## src/rtl/pmsu_pkg.sv

```systemverilog
// ============================================================================
// pmsu_pkg: shared types and constants of the Potts site update block
// Command codes, register indexes and field widths.
// ============================================================================
package pmsu_pkg;

    localparam int SIZE_X_DEF    = 16;
    localparam int SIZE_Y_DEF    = 16;
    localparam int SIZE_Z_DEF    = 16;
    localparam int SPIN_BITS_DEF = 8;

    localparam int POS_W    = 4;
    localparam int SPIN_W   = 8;
    localparam int FRAC_W   = 16;
    localparam int ENERGY_W = 4;
    localparam int CFG_W    = 8;
    localparam int CFG_IDX_W = 2;

    localparam int NEIGHBOURS  = 12;
    localparam int TABLE_DEPTH = 12;
    localparam logic [ENERGY_W-1:0] MASK_ENERGY_LIMIT = 4'd6;

    typedef enum logic [1:0] {
        CMD_WRITE_SPIN = 2'd0,
        CMD_FLIP       = 2'd1,
        CMD_READ       = 2'd2,
        CMD_WRITE_BOLTZ = 2'd3
    } t_cmd;

    localparam logic [CFG_IDX_W-1:0] REG_SPIN_COUNT = 2'd0;
    localparam logic [CFG_IDX_W-1:0] REG_TEMP_ZERO  = 2'd1;
    localparam logic [CFG_IDX_W-1:0] REG_MASK_EN    = 2'd2;

endpackage

```

## src/rtl/pmsu_addr.sv

```systemverilog
// ============================================================================
// pmsu_addr: lattice address generator
// Forms the site address and the address of neighbour n with periodic wrap.
// ============================================================================
module pmsu_addr #(
    parameter int SIZE_X = pmsu_pkg::SIZE_X_DEF,
    parameter int SIZE_Y = pmsu_pkg::SIZE_Y_DEF,
    parameter int SIZE_Z = pmsu_pkg::SIZE_Z_DEF,
    localparam int XW = (SIZE_X > 1) ? $clog2(SIZE_X) : 1,
    localparam int YW = (SIZE_Y > 1) ? $clog2(SIZE_Y) : 1,
    localparam int ZW = (SIZE_Z > 1) ? $clog2(SIZE_Z) : 1,
    localparam int AW = $clog2(SIZE_X * SIZE_Y * SIZE_Z)
) (
    input  logic [XW-1:0] i_x,
    input  logic [YW-1:0] i_y,
    input  logic [ZW-1:0] i_z,
    input  logic [3:0]    i_n,
    output logic [AW-1:0] o_site,
    output logic [AW-1:0] o_neigh
);

    function automatic logic [8:0] step_c(input logic [8:0] c, input logic [1:0] k,
                                          input int size);
        logic [9:0] v;
        case (k)
            2'd0: v = {1'b0, c} + 10'(size) - 10'd2;
            2'd1: v = {1'b0, c} + 10'(size) - 10'd1;
            2'd2: v = {1'b0, c} + 10'd1;
            default: v = {1'b0, c} + 10'd2;
        endcase
        if (v >= 10'(size)) v = v - 10'(size);
        return v[8:0];
    endfunction

    function automatic logic [AW-1:0] addr(input logic [8:0] x, input logic [8:0] y,
                                           input logic [8:0] z);
        logic [31:0] a;
        a = (32'(x) * 32'(SIZE_Y) + 32'(y)) * 32'(SIZE_Z) + 32'(z);
        return a[AW-1:0];
    endfunction

    logic [8:0] x9, y9, z9, nx, ny, nz;
    logic [3:0] ni;

    always_comb begin
        x9 = 9'(i_x);
        y9 = 9'(i_y);
        z9 = 9'(i_z);
        // Neighbour index 12 wraps onto 0; its address is not used.
        ni = (i_n >= 4'd12) ? 4'd0 : i_n;
        nx = x9;
        ny = y9;
        nz = z9;
        case (ni[3:2])
            2'd0:    nx = step_c(x9, ni[1:0], SIZE_X);
            2'd1:    ny = step_c(y9, ni[1:0], SIZE_Y);
            default: nz = step_c(z9, ni[1:0], SIZE_Z);
        endcase
        o_site  = addr(x9, y9, z9);
        o_neigh = addr(nx, ny, nz);
    end

endmodule

```

## config.mk

```make
export PLATFORM = sky130hd
export DESIGN_NAME = pmsu_addr
export DESIGN_NICKNAME = d
export VERILOG_FILES = /design/src/rtl/pmsu_pkg.sv /design/src/rtl/pmsu_addr.sv
export SDC_FILE = /design/constraint.sdc
export NUM_CORES = 1
export LEC_CHECK = 0
export BUFFER_PORTS_ARGS = -buffer_cell sky130_fd_sc_hd__buf_2
export CAP_MARGIN = 20
export CORE_MARGIN = 2
export CORE_UTILIZATION = 44
export DETAILED_ROUTE_END_ITERATION = 6
export PLACE_DENSITY = 0.73
export SLEW_MARGIN = 20
export SYNTH_ARGS = -nofsm -noshare
export SYNTH_HDL_FRONTEND = slang
export SYNTH_SLANG_ARGS = --single-unit
```

## constraint.sdc

```tcl
create_clock -name vclk -period 2.8
set_input_delay 0.28 -clock vclk [all_inputs]
set_output_delay 0.28 -clock vclk [all_outputs]
set_load 0.01 [all_outputs]
```

==> metrics.txt <==
largest cells by area after synthesis=ha_1 25%, buf_4 7.9%, xnor2_1 7.3%, nand2_1 5.1%, xor2_1 4.6%; sequential cell count=0; total power=about 0.4 mW; outcome=finished with violations; min-delay worst type=in -> out; initial core utilization=0.473; CP Max Fanout=4; Post-DRT Antenna Nets=0; DRT Pass-1 Iters=6; Nets=280; share of layout cells above drive strength 1=0.372; CTS Hold Bufs=0; global-route wire length before repair=4.77 mm; Critical Path Source Type=input pin; Util after Layout=0.623; Residual DRC=3; fin crit share=0.992; violated checks=DRC; vias in the first global route=between 1000 and 1500; total track usage=0.166; Hold Path Origin=i_x[3]; Fmax achieved=360 MHz; most frequent CP cell=ha_4; Crit Path Class=in -> out; diode count=0; final worst-path setup slack=21.4 ps; Worst Setup SP=i_n[3]; top-area cell type share of the netlist area=0.245; row count=19; pin count of the biggest net entering global routing=14; Die H=a little under 60 um; Via Count=1337; via-per-instance ratio=5.05; routed len/inst=10.8 um; dpl hpwl=2.34 mm; Area Overhead vs Synth=31.8%; Remaining Overflow, GRT=0; Die ar.=3470 um^2; IO buf count=40; # clk buffers=0; initial antenna violation count=0; Final Max Tran Viols=0; core box area=2810 um^2; max incr delay on CP=about 260 ps; DRT Wirelength=2.87 mm; commonest non-fill, non-tap cells in the layout=38 x buf_2, 30 x buf_4, 22 x ha_1, 18 x nand2_1, 14 x inv_1; CP Capture Type=output pin; Peak VDD IR=0.103 mV; unrepaired setup endpoints after global routing=yes; final setup violation count=0; leakage power=0.881 nW; Fin. Hold Viols=0; Post-Syn Area=1330 um^2; Reg area=0 um^2; Mapped Cells=180; Synth warnings=0; minimum clock period=2780 ps; CP Data Required Time=approximately 2500 ps; routability cong.=0.848; Syn Area/Cell=between 7 and 8 um^2; max-cap violations=0; Unique masters post-synth=43; Initial DRC Count=40; most common cell after layout, fill and taps aside=buf_2; I/O Pins=40; Seq/Total Area, Yosys=0; Die Wd=58.9 um; power per cell area=223 nW/um^2; post-synth top area cell=ha_1; Max stage delay cell, worst path=ha_4; worst path cell trace=buf_8 -> ha_4 -> nand2b_4 -> mux2i_1 -> o21ai_1 -> nand2_1 -> o21a_1 -> ha_4 -> nor2b_1 -> ha_2 -> a21o_1 -> a21oi_2 -> xnor2_2 -> xor2_1 -> xnor2_1 -> buf_2; pre-CTS setup slack=-184 ps; WP data arrival=2500 ps; Design Area, Final=1750 um^2; Placed Area=1640 um^2
## worst paths after layout
kind | endpoint | slack [ps] | depth (start not counted)
min | o_site[11] | 790 | 2
max | o_neigh[11] | 20 | 16
## final cells by class
class,instances,area [um^2]
Fill cell,266,1060
Inverter,14,52.6
Multi-Input combinational cell,150,1210
Tap cell,31,38.8
Timing Repair Buffer,70,442
## cells in the mapped netlist, types with 3 or more instances
| cell type | number |
|---|---|
| nand3_1 | 3 |
| a22oi_1 | 3 |
| buf_4 | 14 |
| nor2b_1 | 3 |
| o21a_1 | 4 |
| ha_1 | 26 |
| a21oi_1 | 5 |
| nand2b_1 | 3 |
| nand2_1 | 18 |
| nor2_1 | 10 |
| o21ai_1 | 11 |
| o211ai_1 | 4 |
| xor2_1 | 7 |
| xnor2_1 | 11 |
| o22ai_1 | 3 |
| buf_2 | 3 |
| o21ai_0 | 7 |
| inv_1 | 14 |
## metal layers
metal	vias to the layer above	track usage	share of wire
met2	34	0.287	0.49
met4	0	0	0
met5	-	0	0
met1	593	0.247	0.48
met3	0	0	0.037
li1	710	-	-
## cells by family after synthesis
logic type,synth area share
compound gates,0.275
xor+xnor,0.143
fa+ha+maj,0.275
buf+inv,0.147
mux,0.0160
other cells,0.00566
simple gates,0.137
## through the flow
| stage | cells | TNS (ps) | hold slack [ps] |
|---|---|---|---|
| 4_1_cts | 264 | -6.14 | 794 |
| 2_1_floorplan | 184 | 0 | 648 |
| 5_1_grt | 265 | -257 | 812 |
| 6_report | 265 | 0 | 792 |
| 3_3_place_gp | 262 | -333 | 795 |
| 3_5_place_dp | 262 | -480 | 795 |
## timing repair
item / CTS / global route
setup endpoints to repair: 3 / 3
gates resized for setup: 11 / 6
setup buffers: 2 / 1
pin swaps: 9 / 11
## worst max-delay path, delay by kind of cell
family                     cells  cell delay (ps)
AOI/OAI and AO/OA              4              610
buffers and inverters          2              240
adders and majority gates      3              590
xor gates and xnor gates       3              380
and+or+nand+nor                3              290
muxes                          1              120
## power breakdown
group          internal [mW]  leakage [nW]  switching (mW)  total [mW]
clock network              0             0               0           0
registers                  0             0               0           0
logic                  0.195         0.881           0.195       0.390
total                  0.195         0.881           0.195       0.390
(Power assumes the default switching activity.)
